<file path="config.mk">
export PLATFORM = sky130hd
export DESIGN_NAME = crc8_word_framer_deframer_core
export DESIGN_NICKNAME = d
export VERILOG_FILES = /design/src/crc8wfd_pkg.sv /design/src/crc8_word_framer_deframer_core.sv
export SDC_FILE = /design/constraint.sdc
export NUM_CORES = 1
export LEC_CHECK = 0
export ABC_AREA = 1
export BUFFER_PORTS_ARGS = -buffer_cell sky130_fd_sc_hd__buf_2
export CAP_MARGIN = 20
export CORE_ASPECT_RATIO = 0.8
export CORE_UTILIZATION = 57
export CTS_CLUSTER_DIAMETER = 50
export DETAILED_ROUTE_END_ITERATION = 10
export PLACE_DENSITY = 0.88
export SLEW_MARGIN = 20
export SYNTH_ARGS = -nofsm -noshare
export SYNTH_HDL_FRONTEND = slang
export SYNTH_SLANG_ARGS = --single-unit
</file>
<file path="constraint.sdc">
create_clock -name clk -period 7.3 [get_ports clk]
set_input_delay 1.46 -clock clk [delete_from_list [all_inputs] [get_ports clk]]
set_output_delay 1.46 -clock clk [all_outputs]
set_load 0.05 [all_outputs]
</file>
<file path="src/crc8wfd_pkg.sv">
`timescale 1ns / 1ps

package crc8wfd_pkg;

  localparam logic [7:0] CrcInit = 8'hFF;
  localparam logic [7:0] CrcPoly = 8'h31;

  localparam logic [1:0] MODE_RX_BYTE  = 2'd0;
  localparam logic [1:0] MODE_TX_ARG   = 2'd1;
  localparam logic [1:0] MODE_TX_CMD   = 2'd2;
  localparam logic [1:0] MODE_RX_START = 2'd3;

  localparam logic [1:0] KIND_TX_BYTE = 2'd0;
  localparam logic [1:0] KIND_RX_WORD = 2'd1;
  localparam logic [1:0] KIND_RX_PAIR = 2'd2;
  localparam logic [1:0] KIND_CRC_ERR = 2'd3;

  typedef logic [1:0] kind_t;
  typedef logic [7:0] byte_t;

  // CRC-8, MSB first, over the high byte then the low byte; pure XOR network
  function automatic byte_t crc8_word(input byte_t hi, input byte_t lo);
    byte_t c;
    c = CrcInit ^ hi;
    for (int k = 0; k < 8; k++) begin
      c = c[7] ? ((c << 1) ^ CrcPoly) : (c << 1);
    end
    c = c ^ lo;
    for (int k = 0; k < 8; k++) begin
      c = c[7] ? ((c << 1) ^ CrcPoly) : (c << 1);
    end
    return c;
  endfunction

endpackage

</file>
<file path="src/crc8_word_framer_deframer_core.sv">
`timescale 1ns / 1ps

// CRC-8 word framer / deframer.
// Input channel (in_valid/in_ready): one item per handshake. Mode selects a
// received byte, an argument word to send (hi, lo, CRC), a command word to send
// (hi, lo) or a receive frame start.
// Result channel (out_valid/out_ready): one result per handshake; out_last flags
// the final result of an input item.
// Latency: results of an item appear on the cycle after it is accepted, from a
// result register loaded at accept time.
// Throughput: received bytes and frame starts run at one item per cycle while
// the receiver takes results. A command word holds the result register for two
// results and an argument word for three, one per transmitted byte; the next item
// is taken in the cycle its last result leaves.
// Reset (rst_n low, synchronous): receive group, pair and failure state clear,
// result register empties.
// Receiver stall: the pending result holds; in_ready stays low until the last
// result of that item is taken, and items that make no result wait as well.
module crc8_word_framer_deframer_core
  import crc8wfd_pkg::*;
(
  input  logic        clk,
  input  logic        rst_n,
  input  logic        in_valid,
  output logic        in_ready,
  input  logic [1:0]  in_mode,
  input  logic [15:0] in_data_in,
  input  logic        in_ends_frame,
  output logic        out_valid,
  input  logic        out_ready,
  output logic [1:0]  out_kind,
  output logic [7:0]  out_out_byte,
  output logic [15:0] out_out_word,
  output logic [31:0] out_pair_value,
  output logic        out_frame_end,
  output logic        out_last
);

  // receive state
  logic [1:0]  pos_r, pos_nxt;
  byte_t       first_r, first_nxt;
  byte_t       second_r, second_nxt;
  logic [15:0] held_r, held_nxt;
  logic        parity_r, parity_nxt;
  logic        failed_r, failed_nxt;

  // result register
  logic        busy_r, busy_nxt;
  logic [1:0]  idx_r, idx_nxt;
  logic [1:0]  last_idx_r, last_idx_nxt;
  kind_t       kind_r, kind_nxt;
  byte_t       b0_r, b0_nxt, b1_r, b1_nxt, b2_r, b2_nxt;
  logic [15:0] word_r, word_nxt;
  logic [31:0] pair_r, pair_nxt;
  logic        fend_r, fend_nxt;

  logic        in_acc, out_acc, at_last, load;
  byte_t       rx_b, tx_crc, rx_crc;
  logic [15:0] rx_word;

  assign at_last  = (idx_r == last_idx_r);
  assign in_ready = !busy_r || (out_ready && at_last);
  assign in_acc   = in_valid && in_ready;
  assign out_acc  = busy_r && out_ready;

  assign rx_b    = in_data_in[7:0];
  assign rx_word = {first_r, second_r};
  assign tx_crc  = crc8_word(in_data_in[15:8], in_data_in[7:0]);
  assign rx_crc  = crc8_word(first_r, second_r);

  always_comb begin
    pos_nxt      = pos_r;
    first_nxt    = first_r;
    second_nxt   = second_r;
    held_nxt     = held_r;
    parity_nxt   = parity_r;
    failed_nxt   = failed_r;
    load         = 1'b0;
    last_idx_nxt = last_idx_r;
    kind_nxt     = kind_r;
    b0_nxt       = b0_r;
    b1_nxt       = b1_r;
    b2_nxt       = b2_r;
    word_nxt     = word_r;
    pair_nxt     = pair_r;
    fend_nxt     = fend_r;

    if (in_acc) begin
      fend_nxt = in_ends_frame;
      unique case (in_mode) inside
        MODE_RX_START: begin
          pos_nxt    = 2'd0;
          parity_nxt = 1'b0;
          failed_nxt = 1'b0;
        end
        MODE_TX_CMD, MODE_TX_ARG: begin
          load         = 1'b1;
          kind_nxt     = KIND_TX_BYTE;
          b0_nxt       = in_data_in[15:8];
          b1_nxt       = in_data_in[7:0];
          b2_nxt       = tx_crc;
          word_nxt     = '0;
          pair_nxt     = '0;
          last_idx_nxt = (in_mode == MODE_TX_ARG) ? 2'd2 : 2'd1;
        end
        default: begin
          if (!failed_r) begin
            if (pos_r == 2'd0) begin
              first_nxt = rx_b;
              pos_nxt   = 2'd1;
            end else if (pos_r == 2'd1) begin
              second_nxt = rx_b;
              pos_nxt    = 2'd2;
            end else begin
              // third byte of the group carries the CRC
              pos_nxt      = 2'd0;
              load         = 1'b1;
              last_idx_nxt = 2'd0;
              b0_nxt       = '0;
              word_nxt     = rx_word;
              pair_nxt     = '0;
              if (rx_crc != rx_b) begin
                failed_nxt = 1'b1;
                kind_nxt   = KIND_CRC_ERR;
              end else if (!parity_r) begin
                held_nxt   = rx_word;
                parity_nxt = 1'b1;
                kind_nxt   = KIND_RX_WORD;
              end else begin
                parity_nxt = 1'b0;
                kind_nxt   = KIND_RX_PAIR;
                pair_nxt   = {held_r, rx_word};
              end
            end
          end
          if (in_ends_frame) begin
            pos_nxt    = 2'd0;
            parity_nxt = 1'b0;
            failed_nxt = 1'b0;
          end
        end
      endcase
    end
  end

  always_comb begin
    busy_nxt = busy_r;
    idx_nxt  = idx_r;
    if (load) begin
      busy_nxt = 1'b1;
      idx_nxt  = 2'd0;
    end else if (out_acc) begin
      if (at_last) begin
        busy_nxt = 1'b0;
      end else begin
        idx_nxt = idx_r + 2'd1;
      end
    end
  end

  always_ff @(posedge clk) begin
    if (!rst_n) begin
      pos_r    <= 2'd0;
      first_r  <= '0;
      second_r <= '0;
      held_r   <= '0;
      parity_r <= 1'b0;
      failed_r <= 1'b0;
      busy_r   <= 1'b0;
      idx_r    <= 2'd0;
    end else begin
      pos_r    <= pos_nxt;
      first_r  <= first_nxt;
      second_r <= second_nxt;
      held_r   <= held_nxt;
      parity_r <= parity_nxt;
      failed_r <= failed_nxt;
      busy_r   <= busy_nxt;
      idx_r    <= idx_nxt;
    end
  end

  always_ff @(posedge clk) begin
    last_idx_r <= last_idx_nxt;
    kind_r     <= kind_nxt;
    b0_r       <= b0_nxt;
    b1_r       <= b1_nxt;
    b2_r       <= b2_nxt;
    word_r     <= word_nxt;
    pair_r     <= pair_nxt;
    fend_r     <= fend_nxt;
  end

  always_comb begin
    case (idx_r)
      2'd0:    out_out_byte = b0_r;
      2'd1:    out_out_byte = b1_r;
      default: out_out_byte = b2_r;
    endcase
  end

  assign out_valid      = busy_r;
  assign out_kind       = kind_r;
  assign out_out_word   = word_r;
  assign out_pair_value = pair_r;
  assign out_frame_end  = fend_r;
  assign out_last       = at_last;

endmodule

</file>
After elaboration in Yosys (flattened, before gate mapping)

Cells that the tools add are included.

Bits in registers: 116
Latch bits: 0
RAM bits: 0
ROM bits: 0
Output and inout bits: 62
Logic and storage cells: 184
Memories: 0

$add $sub $neg: 1
$mul: 0
Div/mod/pow operators: 0
Magnitude comparators: 0
Equal/unequal tests: 14
Shift-type cells: 0
Multiplexer cells: 84
Bitwise gates (word level): 46
Reduce and logical (&&, ||, !) cells: 22

Operators with widths:

| kind                                           | count |
|---|---|
| two-way mux 6 bit                              | 32 |
| two-way mux 32 bit                             | 5 |
| inverter 3 bit                                 | 32 |
| case mux 32 bit (2 select lines)               | 1 |
| two-way mux 16 bit                             | 3 |
| case mux 16 bit (2 select lines)               | 1 |
| case mux 8 bit (2 select lines)                | 2 |
| two-way mux 2 bit                              | 13 |
| two-way mux 8 bit                              | 3 |
| two-way mux 1 bit                              | 18 |
| inverter 8 bit                                 | 2 |
| XOR 8 bit                                      | 2 |
| case mux 2 bit (2 select lines)                | 3 |
| inverter 1 bit                                 | 10 |
| AND reduction 5 bit                            | 2 |
| != test 3 bit (second input constant)          | 3 |
| != test 8 bit                                  | 1 |
| AND reduction 2 bit                            | 4 |
| AND reduction 7 bit                            | 1 |
| == test 2 x 1 -> 1 bit (second input constant) | 3 |
| != test 2 x 1 -> 1 bit (second input constant) | 3 |
| case mux 1 bit (2 select lines)                | 3 |
| AND reduction 6 bit                            | 1 |
| == test 2 bit (second input constant)          | 2 |
| 12 further kinds                               | 17 |

Depth between registers and ports, before layout

Word-level depth: 41
Mapped depth: 22
Mapped depth without buffers: 21

Worst setup path before layout

No wires, ideal clock.

Path kind: input-to-reg
Start point: in in_mode[0]
End point: reg b0_r[0], enable pin
Setup time: 552 ps
Arrival: 6214 ps
Data required time: 6748 ps
Setup slack: 534 ps
Cell stages on the path: 5
Path buffers: 1
Cell sequence: inv_1 > ha_1 > clkbuf_1 > a21oi_1 > nor3_1

Word-level cells in the longest chain between the ends: 4
Elaborated cells on any way between the ends: 9

RTL lines:

| what                                                                            | line                                  | RTL |
|---|---|---|
| from (decl)                                                                     | crc8_word_framer_deframer_core.sv:26  | `input logic [1:0] in_mode,` |
| == test 2 bit (no source line) / == test 2 x 1 -> 1 bit (equally long branches) | n/a                                   |  |
| OR reduction 2 bit                                                              | crc8_word_framer_deframer_core.sv:90  | `unique case (in_mode) inside` |
| != test 2 x 1 -> 1 bit (no source line)                                         | n/a                                   |  |
| AND reduction 5 bit (no source line) *                                          | n/a                                   |  |
| to (signal assigned)                                                            | crc8_word_framer_deframer_core.sv:186 | `b0_r <= b0_nxt;` |
| to (decl)                                                                       | crc8_word_framer_deframer_core.sv:52  | `byte_t b0_r, b0_nxt, b1_r, b1_nxt, b2_r, b2_nxt;` |

Mark *: on every way between the ends. The rest lies on a longest branch, timed or not.
A chain may end at the register's enable or synchronous reset.

Worst setup path in the final report

Start point: in in_mode[0]
End point: reg word_r[2] (netlist: out_out_word[2]), enable pin

Word-level cells in the longest chain between the ends: 4
Elaborated cells on any way between the ends: 9

RTL lines:

| what                                                                            | line                                  | RTL |
|---|---|---|
| == test 2 bit (no source line) / == test 2 x 1 -> 1 bit (equally long branches) | n/a                                   |  |
| OR reduction 2 bit                                                              | crc8_word_framer_deframer_core.sv:90  |  |
| != test 2 x 1 -> 1 bit (no source line)                                         | n/a                                   |  |
| AND reduction 5 bit (no source line) *                                          | n/a                                   |  |
| to (signal assigned)                                                            | crc8_word_framer_deframer_core.sv:189 | `word_r <= word_nxt;` |
| to (decl)                                                                       | crc8_word_framer_deframer_core.sv:53  | `logic [15:0] word_r, word_nxt;` |

Marked as above.

==> metrics.csv <==
stage;metric;value;unit
timing;maxSlewViolCount;0;
cts;hold_buffers;0;
worst_setup_path;r2r_cells;18;
grt;grt_max_degree;51;
finish;layout-drive-gt1-share;19.2;%
grt;grt_pass1_wl;21400;µm
worst_setup_path;cp.required;7.34;ns
timing;setup_viol;0;
grt;grtUsageMet3;8.19;%
status;outcome;finished with violations;
cts;postCtsSetupBuffers;0;
pwr;p_leak;3.01;nW
routing;remaining_drc_errors;5;
cts;cts-root-buf;clkbuf_16;
worst_setup_path;cp_max_fo;50;
grt;use_met1;35.9;%
worst_setup_path;crit_arrival;4.09;ns
synthesis;synthesis.nets;659;
floorplanning;io_pins;85;
routing;ant_nets;0;
synthesis;synth_edf_count;77;
worst_setup_path;cpPeakStageDelay;0.93;ns
hold_path;hp-start;second_r[1]$_SDFFE_PN0P_;
floorplanning;die_w;112;µm
pwr;peakVddDrop;0.000170;V
worst_setup_path;r2r_start;first_r[7]$_SDFFE_PN0P_;
worst_setup_path;worstPathCellList;buf_2 > inv_1 > ha_1 > a21oi_1 > nor3_2 > buf_4;
timing;final-hold-violation-count;0;
finish;finalNetCount;746;
worst_setup_path;ff2ff_setup_slack;4.01;ns
placed_design;hpwlAfterDp;8950;µm
cts;clock_sinks;116;
floorplanning;num_rows;31;
synthesis;yosysSeqAreaShare;55.7;%
pwr;power.density;303;nW/µm²
hold_path;hold_end;held_r[1]$_SDFFE_PN0P_;
finish;diodes;0;
worst_setup_path;cp_top_family;adder cells;
placed_design;placed_area;6050;µm²
finish;layout-area-overhead-vs-synth;18.8;%
synthesis;synth_seq_cells;116;
routing;viasPerCell;5.40;
cts;tritoncts;done;
routing;drtPass1Iterations;10;
grt;grt_pass1_vias;4570;
synthesis;synthArstFlopShare;0;%
routing;drt-initial-drc-count;472;
timing;skew;0.00867;ns
run;cap_violations;0;
synthesis;syn_inst;630;
worst_setup_path;slowest_stage;ha_1;
cts;cts_htree_levels;4;
timing;max-slew-margin-rel;35.4;%
timing;fmax;247;MHz
grt;grt_remaining_overflow;0;
cts;cts_buffers;17;
hold_path;min_path_type;flip-flop to flip-flop;
timing;setup_tns;0;ns
grt;grt_util_all_layers;27.6;%
worst_setup_path;crit_path_end_kind;flip-flop;
timing;finalCriticalPeriod;4.05;ns
cts;cts_resized;0;
synthesis;synth_ff_type;edfxtp_1;
floorplanning;die_y;90.3;µm
grt;grt_antenna_before_repair;0;
floorplanning;initial_core_util;59.9;%
synthesis;yosys_warnings;0;
finish;fin_area;6600;µm²
cts;clockBufferDepth;2;
routing;num_vias;4563;
cts;worstSkewPairLatency;0.41;ns
routing;wl_per_cell;15.3;µm
synthesis;avgSynthCellArea;8.81;µm²
worst_setup_path;path_buf_inv;3;
routing;drt-total-wl;12900;µm
worst_setup_path;cp-start-kind;input port;
worst_setup_path;reg2reg_to;out_pair_value[12]$_SDFFCE_PP0P_;
floorplanning;core;9270;µm²
worst_setup_path;crit_type;input port to flip-flop;
hold_path;min_path_cells;2;
grt;grt_use_met2;43.8;%
floorplanning;dieArea;10100;µm²
cts;clkTransAtPathRegs;0.05;ns
synthesis;synthDistinctLibCells;30;
placed_design;place.port_buffers;84;
placed_design;gp_congestion;0.892;
timing;tightest_slew;0.969;ns
timing;finalCritPeriodShare;55.5;%
status;failed_checks;design-rule violations;
grt;busiest_layer;met2;
synthesis;syn_area;5550;µm²
timing;rsz0062_at_grt;no;
## layout by cell type (no fill, tap or decap)
cell	instances
clkinv_1	1
nand4_2	1
or2_2	1
nand4_4	1
clkinv_2	3
nand2_1	154
dfxtp_1	39
nand3_1	35
a21o_1	1
nand2_2	10
inv_1	70
xnor2_1	21
nor3_2	1
buf_4	1
ha_1	6
a21boi_0	1
xor2_1	23
buf_2	84
clkbuf_16	18
edfxtp_1	77
a21oi_1	21
clkbuf_8	4
inv_4	1
nor2_1	102
clkbuf_1	6
nor2_2	2
nor2_4	2
nand3_2	3
inv_2	8
nand3b_1	2
a22oi_1	8
o21ai_0	22
o211ai_1	1
## worst min-delay path: cells and delay by family, from the launching register on
family	cells	cell delay, ns
simple gates	2	0.16
flops	1	0.32
## metrics by stage
stage	std cells	total power, mW	utilization [%]	setup WS [ns]	hold slack (ns)
2_1_floorplan	630	1.14	-	0.534	0.471
3_3_place_gp	813	1.21	65.2	3.04	0.500
3_5_place_dp	813	1.24	65.2	2.83	0.510
4_1_cts	845	1.99	71.2	3.24	0.522
5_1_grt	845	2.08	71.2	3.03	0.545
6_report	845	2.00	71.2	3.25	0.521
## power by group
group / internal, mW / switching, mW
Clock: 0.488 / 0.275
Sequential: 0.764 / 0.0174
Combinational: 0.126 / 0.326
Total: 1.38 / 0.619
## registers in the layout (all words and copies together) (netlist names), 8 cells and up
| signal | count |
|---|---|
| b0_r | 8 |
| b1_r | 8 |
| b2_r | 8 |
| first_r | 8 |
| held_r | 16 |
| out_out_word | 16 |
| out_pair_value | 32 |
| second_r | 8 |
## cell families after synthesis
kind of cell	Yosys count	share of synthesized area (%)
xor gates and xnor gates	44	6.94
adders and majority gates	6	1.35
AOI/OAI and AO/OA	54	5.36
buffers and inverters	96	6.85
and+or+nand+nor	314	23.8
DFF	116	55.7
## cells in the mapped netlist, types with 2 or more instances
| cell | number | area share (%) |
|---|---|---|
| nand3_2 | 3 | 0.54 |
| nor2_1 | 103 | 7.0 |
| nand3b_1 | 2 | 0.27 |
| buf_2 | 4 | 0.36 |
| buf_1 | 4 | 0.27 |
| a22oi_1 | 8 | 1.1 |
| o21ai_0 | 22 | 2.0 |
| nor2_4 | 2 | 0.41 |
| clkbuf_1 | 7 | 0.47 |
| a21oi_1 | 21 | 1.9 |
| ha_1 | 6 | 1.4 |
| xnor2_1 | 21 | 3.3 |
| xor2_1 | 23 | 3.6 |
| buf_6 | 2 | 0.41 |
| nand3_1 | 35 | 3.2 |
| dfxtp_1 | 39 | 14 |
| inv_2 | 8 | 0.54 |
| nand2_1 | 154 | 10 |
| edfxtp_1 | 77 | 42 |
| nand2_2 | 10 | 1.1 |
| inv_1 | 70 | 4.7 |
## layout make-up
type	count	area, µm²
clock buffers	28	528
multi-input cells	418	2090
clock inverters	4	21.3
repair buffers	85	428
flip-flops and latches	116	3090
well taps	115	144
fillers	692	2670
inverters	79	297
## routing by layer
layer / vias up / part of all wire [%]
met5: - / 0
met4: 0 / 1.9
met3: 27 / 9.4
met2: 225 / 47
met1: 2126 / 42
li1: 2185 / -
## worst max path at each step
| stage | startpoint | end | depth (start not counted) |
|---|---|---|---|
| final | in_mode[0] | out_out_word[2]$_SDFFCE_PN0P_ | 6 |
| after global routing | in_mode[1] | out_pair_value[9]$_SDFFCE_PP0P_ | 6 |
| after CTS | in_mode[1] | out_out_word[4]$_SDFFCE_PN0P_ | 6 |
| after detailed placement | in_mode[1] | out_out_word[2]$_SDFFCE_PN0P_ | 6 |
| after global placement | in_mode[0] | out_kind[0]$_SDFFCE_PN0P_ | 6 |
| after floorplan | in_mode[0] | b0_r[0]$_SDFFCE_PP0P_ | 5 |
(Power assumes the default switching activity.)
